--- src/rtl/dtvr_pkg.sv ---
// Package: shared constants, command/status structs and cosine table math.
package dtvr_pkg;

  localparam int unsigned COS_TABLE_DEPTH_DEF = 1024;
  localparam int unsigned VAL_W = 32;
  localparam int unsigned FIT_W = 48;
  localparam int unsigned IN_DATA_W = 232;
  localparam int unsigned OUT_DATA_W = 88;
  localparam int unsigned ADDR_W = 3;
  localparam logic [7:0] AMP_RESET = 8'd10;
  localparam logic [0:0] REG_AMPLITUDE = 1'b0;
  localparam logic [16:0] ONE_Q16 = 17'd65536;
  localparam longint unsigned ONE_Q30 = 64'd1073741824;
  localparam longint unsigned HALF_PI_Q30 = 64'd1686629713;
  localparam longint unsigned CosDiv [7] = '{2, 12, 30, 56, 90, 132, 182};
  localparam longint unsigned SinDiv [7] = '{6, 20, 42, 72, 110, 156, 210};

  typedef struct packed {
    logic load;
    logic mul;
    logic trial;
    logic square;
    logic acc;
  } dtvr_cmd_t;

  typedef struct packed {
    logic out_free;
  } dtvr_status_t;

  // cos (odd = 0) or sin (odd = 1) of theta in Q2.30, result in Q2.14
  function automatic logic [15:0] series_q14(longint unsigned theta, bit odd);
    longint unsigned x2;
    longint unsigned term;
    longint sum;
    longint unsigned rnd;
    x2 = (theta * theta) >> 30;
    term = odd ? theta : ONE_Q30;
    sum = longint'(term);
    for (int i = 0; i < 7; i++) begin
      if (odd) term = ((term * x2) >> 30) / SinDiv[i];
      else     term = ((term * x2) >> 30) / CosDiv[i];
      if ((i % 2) == 0) sum = sum - longint'(term);
      else              sum = sum + longint'(term);
    end
    if (sum < 0) sum = 0;
    if (sum > longint'(ONE_Q30)) sum = longint'(ONE_Q30);
    rnd = (longint'(sum) + 32768) >> 16;
    return rnd[15:0];
  endfunction

endpackage

--- src/rtl/dtvr_ctrl.sv ---
// Controller: sequences one item through the datapath stages.
module dtvr_ctrl (
  input  logic                  clk,
  input  logic                  rst,
  input  logic                  s_tvalid,
  output logic                  s_tready,
  input  dtvr_pkg::dtvr_status_t status,
  output dtvr_pkg::dtvr_cmd_t   cmd
);
  import dtvr_pkg::*;

  typedef enum logic [4:0] {
    ST_IDLE   = 5'b00001,
    ST_MUL    = 5'b00010,
    ST_TRIAL  = 5'b00100,
    ST_SQUARE = 5'b01000,
    ST_ACC    = 5'b10000
  } state_t;

  state_t state, state_next;

  always_ff @(posedge clk) begin
    if (rst) state <= ST_IDLE;
    else     state <= state_next;
  end

  always_comb begin
    state_next = state;
    cmd = '0;
    s_tready = 1'b0;
    unique case (state)
      ST_IDLE: begin
        s_tready = 1'b1;
        if (s_tvalid) begin
          cmd.load = 1'b1;
          state_next = ST_MUL;
        end
      end
      ST_MUL: begin
        cmd.mul = 1'b1;
        state_next = ST_TRIAL;
      end
      ST_TRIAL: begin
        cmd.trial = 1'b1;
        state_next = ST_SQUARE;
      end
      ST_SQUARE: begin
        cmd.square = 1'b1;
        state_next = ST_ACC;
      end
      ST_ACC: begin
        if (status.out_free) begin
          cmd.acc = 1'b1;
          state_next = ST_IDLE;
        end
      end
      default: state_next = ST_IDLE;
    endcase
  end

  a_acc_needs_room: assert property (@(posedge clk) disable iff (rst)
    cmd.acc |-> status.out_free) else $error("result written with no room");
  a_load_then_mul: assert property (@(posedge clk) disable iff (rst)
    cmd.load |=> cmd.mul) else $error("load not followed by multiply");
  a_mul_chain: assert property (@(posedge clk) disable iff (rst)
    cmd.mul |=> cmd.trial ##1 cmd.square) else $error("stage order broken");

endmodule

--- config.mk ---
export PLATFORM = sky130hd
export DESIGN_NAME = dtvr_ctrl
export DESIGN_NICKNAME = d
export VERILOG_FILES = /design/src/rtl/dtvr_pkg.sv /design/src/rtl/dtvr_ctrl.sv
export SDC_FILE = /design/constraint.sdc
export NUM_CORES = 1
export LEC_CHECK = 0
export BUFFER_PORTS_ARGS = -buffer_cell sky130_fd_sc_hd__buf_2
export CORE_AREA = 5 5 42 44
export DETAILED_ROUTE_END_ITERATION = 8
export DIE_AREA = 0 0 47 49
export GPL_TIMING_DRIVEN = 1
export SYNTH_ARGS = -nofsm -noshare
export SYNTH_HDL_FRONTEND = slang
export SYNTH_SLANG_ARGS = --single-unit
--- constraint.sdc ---
create_clock -name clk -period 1.8 [get_ports clk]
set_clock_uncertainty 0.2 [all_clocks]
set_input_delay 0.18 -clock clk [delete_from_list [all_inputs] [get_ports clk]]
set_output_delay 0.18 -clock clk [all_outputs]
set_load 0.02 [all_outputs]
==> impl_metrics.ini, run 1 <==
[critical_path]
path_class = reg -> out
critPathMaxStageDelay_ns = 0.33
cp_data_required_time_ns = 1.42
end_kind = output pin
worstRegToRegCells = 3
crit_path_end = cmd[4]
r2r-end = state[0]$_SDFFE_PP1P_
timing.rr.start = state[0]$_SDFFE_PP1P_
startpoint = state[4]$_SDFFE_PP0P_
worstPathMaxFanout = 5
worstPathArrival_ns = 1.29
start_kind = flop
r2r_slack_ns = 0.36
path_cells = nor2_2 > and3_1 > and2_2 > buf_2
cp_slowest_cell = dfxtp_1

[cts]
clkLatencyLatePin_ns = 0.24
cts_tree = built
cts_setup_buffers = 0
clockRootBuffer = clkbuf_4
htree_levels = 1
cts.sinks = 5
clk_pin_slew_ns = 0.04
clockBufferDepth = 2
cts_made_buffers = 3

[synth]
synth_area_um2 = 267
synth_edf_count = 0
synth_nets = 34
ys_async_sr_fraction_pct = 0
synth_cell_types = 19
synthCells = 30
synthTopCellsByArea = dfxtp_1 38%, nor2b_1 7.0%, nor3b_1 5.6%
yosysMostFrequentCell = dfxtp_1
avgSynthCellArea_um2 = 8.88
synth_largest_area_cell = dfxtp_1
yosysTopAreaCellShare_pct = 37.6
yosys_most_used_dff = dfxtp_1
ys_seq_area_share_pct = 37.6
synth_common_cells = 5 x dfxtp_1, 3 x nor2_1, 3 x nor2b_1
yosys_warnings = 0
ys_ff_latch = 5

[timing]
period_minus_slack_ns = 1.67
max_freq_mhz = 599
final-setup-viol-count = 0
maxSlewViolCount = 0
slew_headroom_pct = 82.2
finalCritPeriodShare_pct = 92.8
whs_ns = 0.0373
hold_viol_final = 0
rsz0062_at_grt = no
tightest_slew_ns = 0.265
tns_ns = 0

[flow_run]
cap_violations = 0

[global_route]
grt_antenna_before_repair = 0
grt_util_all_layers_pct = 5.85
grt_pass1_vias = 246
gr-total-overflow = 0
grt_max_degree = 7
grt_pass1_wl_um = 931

[layout]
drive_above_1_share_pct = 35.7
diodes = 0
regMostFlops = state
fin_util_pct = 24.9
area_growth_pct = 31.0
largest_reg_flops = 5
fillers = 160
final_nets = 47
largest_registers = state: 5 flops

[pwr]
power.total_uw = 309
power.leakage_nw = 0.168
p_switching_uw = 83.1
power.density_nw_per_um2 = 884
switching_share_pct = 26.9
ir_worst_vdd_mv = 0.201
pwr-share-comb_pct = 17.2
p_int_uw = 226
pwr-share-clk_pct = 42.4
seq_power_share_pct = 40.4

[drt]
route.detailed.drc = 0
ant_nets = 0
via_per_inst = 4.12
drt-initial-drc-count = 3
route.vias.total = 239
wl_um = 555
wl_per_cell_um = 9.57
drtPass1Iterations = 4

[min_path]
hp-class = in -> reg

[floorplanning]
initial_utilization_pct = 19.0
die-area_um2 = 2300
core-area_um2 = 1400
rows = 14
die_x_um = 47
ioPinCount = 10
die_h_um = 49

[place]
routabilityCongestion = 0.651
port-buffer-count = 9

[status]
status = finished, final reports clean
power groups by stage:
| stage | logic (mW) | registers, mW | clock network, mW |
|---|---|---|---|
| finish | 0.0531 | 0.125 | 0.131 |
| CTS | 0.0540 | 0.124 | 0.131 |
| detailed placement | 0.0523 | 0.127 | 0 |
| global placement | 0.0522 | 0.127 | 0 |
| floorplan | 0.0458 | 0.125 | 0 |
| global route | 0.0600 | 0.126 | 0.150 |
worst max-delay path, delay by kind of cell (launching register included):
kind	cells	cell delay (ns)
flops	1	0.33
simple gates	3	0.58
buf+inv	1	0.15
per-layer routing:
metal	vias up	track usage, %	routed length (µm)
met5	-	0	0
met2	3	9.50	323
met4	0	6.91	0
met1	107	5.71	209
li1	129	-	-
met3	0	0	22
area by class of cell:
| class | instances | area [µm²] | area share (%) |
|---|---|---|---|
| Clock buffer | 4 | 26.3 | 7.53 |
| Timing Repair Buffer | 10 | 55.1 | 15.8 |
| Inverter | 1 | 3.75 | 1.08 |
| Tap cell | 16 | 20.0 | 5.73 |
| Multi-Input combinational cell | 22 | 144 | 41.2 |
| Sequential cell | 5 | 100 | 28.7 |
placed cells by master, fill, tap and decap left out:
cell type,n
clkbuf_1,1
dlygate4sd3_1,1
and4b_1,1
and2_1,1
o211ai_1,1
dfxtp_1,5
nor2b_1,3
and2_2,1
xor2_1,1
and3_2,1
nor2_2,1
clkbuf_4,3
nor3_1,1
and3_1,2
nor2_1,3
a211oi_1,1
a221o_1,1
inv_1,1
nor3b_1,2
buf_2,9
o21ai_0,2
worst min-delay path by stage:
| stage | slack (ns) | to | start | depth (start not counted) |
|---|---|---|---|---|
| 6_report | 0.04 | state[1]$_SDFFE_PP0P_ | s_tvalid | 3 |
| 4_1_cts | 0.04 | state[1]$_SDFFE_PP0P_ | s_tvalid | 3 |
| 3_3_place_gp | 0.21 | state[3]$_SDFFE_PP0P_ | rst | 2 |
| 5_1_grt | 0.05 | state[1]$_SDFFE_PP0P_ | s_tvalid | 3 |
| 2_1_floorplan | 0.05 | state[2]$_SDFFE_PP0P_ | rst | 1 |
| 3_5_place_dp | 0.21 | state[2]$_SDFFE_PP0P_ | rst | 2 |
kinds of logic after synthesis:
logic type / share of synthesized area, %
DFF: 37.6
buffers and inverters: 8.45
xor gates and xnor gates: 3.29
AOI/OAI and AO/OA: 13.1
and+or+nand+nor: 37.6
timing repair:
item | 4_1_cts | 5_1_grt
setup endpoints to repair | 0 | 0
endpoints found under the hold margin | 5 | 0
gates resized for setup | 0 | 0
hold buffers | 1 | 0
per-stage QoR:
| step | worst slack (ns) | std cells | instance area [µm²] |
|---|---|---|---|
| floorplan | 0.435 | 30 | 267 |
| global placement | 0.375 | 53 | 313 |
| detailed placement | 0.367 | 53 | 313 |
| CTS | 0.113 | 58 | 349 |
| global route | 0.0388 | 58 | 349 |
| finish | 0.129 | 58 | 349 |
Power figures use the tool's default switching activity.
==> run 2: changes to the inputs <==
--- a/config.mk
+++ b/config.mk
@@ -7,3 +7,2 @@
 export LEC_CHECK = 0
-export BUFFER_PORTS_ARGS = -buffer_cell sky130_fd_sc_hd__buf_2
 export CORE_AREA = 5 5 42 44
@@ -11,2 +10,3 @@
 export DIE_AREA = 0 0 47 49
+export DONT_BUFFER_PORTS = 1
 export GPL_TIMING_DRIVEN = 1
==> constraint.sdc (replaced) <==
create_clock -name clk -period 1.8 [get_ports clk]
set_clock_uncertainty 0.2 [all_clocks]
set_input_delay 0.45 -clock clk [delete_from_list [all_inputs] [get_ports clk]]
set_output_delay 0.45 -clock clk [all_outputs]
set_load 0.02 [all_outputs]
==> impl_metrics.ini, run 2 (synthesized netlist as in run 1, its figures left out) <==
[global_route]
grt_max_degree = 7
grt_antenna_before_repair = 0
grt_pass1_wl_um = 848
gr-total-overflow = 0
grt_pass1_vias = 212
grt_util_all_layers_pct = 5.42

[timing]
maxSlewViolCount = 0
rsz0062_at_grt = yes
max_freq_mhz = 575
period_minus_slack_ns = 1.74
hold_viol_final = 0
final-setup-viol-count = 0
tightest_slew_ns = 0.276
whs_ns = 0.0718
worst_slack_ns = 0.0599
slew_headroom_pct = 81.4
finalCritPeriodShare_pct = 96.7

[place]
hpwl_um = 416
routabilityCongestion = 0.699
port-buffer-count = 0
dp_slack_ns = 0.196
placed_cells = 45

[drt]
ant_nets = 0
drt-initial-drc-count = 0
wl_met2_um = 321
wl_per_cell_um = 10.7
wl_met1_um = 184
drtPass1Iterations = 1
route.met3.wl_um = 19
wl_um = 525
via_per_inst = 4.39
route.detailed.drc = 0
dr.max_layer_used = met3
route.vias.total = 215

[pwr]
pwr-share-comb_pct = 17.9
p_switching_uw = 79.3
power.density_nw_per_um2 = 941
pwr-share-clk_pct = 40.5
p_int_uw = 230
switching_share_pct = 25.6
power.leakage_nw = 0.133
ir_worst_vdd_mv = 0.156
seq_power_share_pct = 41.6

[layout]
layout_common_cells = 3 x nor2b_1, 3 x nor2_1, 3 x clkbuf_4, 3 x dfxtp_2
largest_reg_flops = 5
area_growth_pct = 23.5
diodes = 0
regMostFlops = state
largest_registers = state: 5 flops
drive_above_1_share_pct = 39.4
final_nets = 38
fin_cells = 49

[floorplanning]
die_h_um = 49
initial_utilization_pct = 19.0
core-area_um2 = 1400
ioPinCount = 10
die-area_um2 = 2300
rows = 14
die_x_um = 47

[cts]
clk_pin_slew_ns = 0.04
cts_tree = built
cts_made_buffers = 3
htree_levels = 1
cts_setup_buffers = 0
clockBufferDepth = 2
cts.sinks = 5
clockRootBuffer = clkbuf_4
clkLatencyLatePin_ns = 0.24

[min_path]
hp-class = in -> reg

[critical_path]
path_class = reg -> out
worstPathArrival_ns = 1.09
end_kind = output pin
worstPathMaxFanout = 4
start_kind = flop
cp_data_required_time_ns = 1.15

[status]
status = finished, final reports clean

[flow_run]
cap_violations = 0
==> run 2: final cells by class <==
type | count | area, µm²
repair buffers | 1 | 7.51
fillers | 169 | 1070
clock buffers | 4 | 26.3
inverters | 1 | 3.75
multi-input cells | 22 | 168
well taps | 16 | 20.0
flip-flops and latches | 5 | 104
==> run 2: repair_timing <==
| action | CTS | global route |
|---|---|---|
| setup endpoints to repair | 1 | 4 |
| hold buffers | 0 | 0 |
| gates resized for setup | 2 | 7 |
| pin swaps | 1 | 2 |
==> run 2: power by group through the flow <==
stage	Sequential, mW	Combinational (mW)	Clock [mW]
finish	0.129	0.0554	0.125
global route	0.130	0.0612	0.143
CTS	0.125	0.0498	0.131
detailed placement	0.126	0.0482	0
global placement	0.126	0.0484	0
floorplan	0.125	0.0458	0
==> run 2: worst paths after layout <==
check                                        endpoint                   from  cells past startpoint  slack (ns)
worst max-delay path                           cmd[4]  state[4]$_SDFFE_PP0P_                      3        0.06
worst min register to register  state[4]$_SDFFE_PP0P_  state[2]$_SDFFE_PP0P_                      3        0.47
worst min-delay path            state[2]$_SDFFE_PP0P_                    rst                      1        0.07
worst max register to register  state[0]$_SDFFE_PP1P_  state[4]$_SDFFE_PP0P_                      4        0.34
==> run 2: per-layer routing <==
layer	vias to the layer above	GRT usage (%)
met2	3	8.60
met3	0	1.11
li1	111	-
met5	-	0
met1	101	4.61
met4	0	6.91
==> run 2: metrics by stage <==
stage,setup TNS [ns],instance area (µm²),power [mW],utilization (%)
after floorplan,0,267,0.170,-
after global placement,0,275,0.174,19.6
after detailed placement,0,275,0.174,19.6
after CTS,0,308,0.306,22.0
after global routing,-0.00141,329,0.334,23.5
final,0,329,0.310,23.5
==> run 2: worst max-delay path, stage by stage, from the launching register on <==
cell	delay, ns
dfxtp_1	0.34
nor2_4	0.14
and3_4	0.20
and2_4	0.17
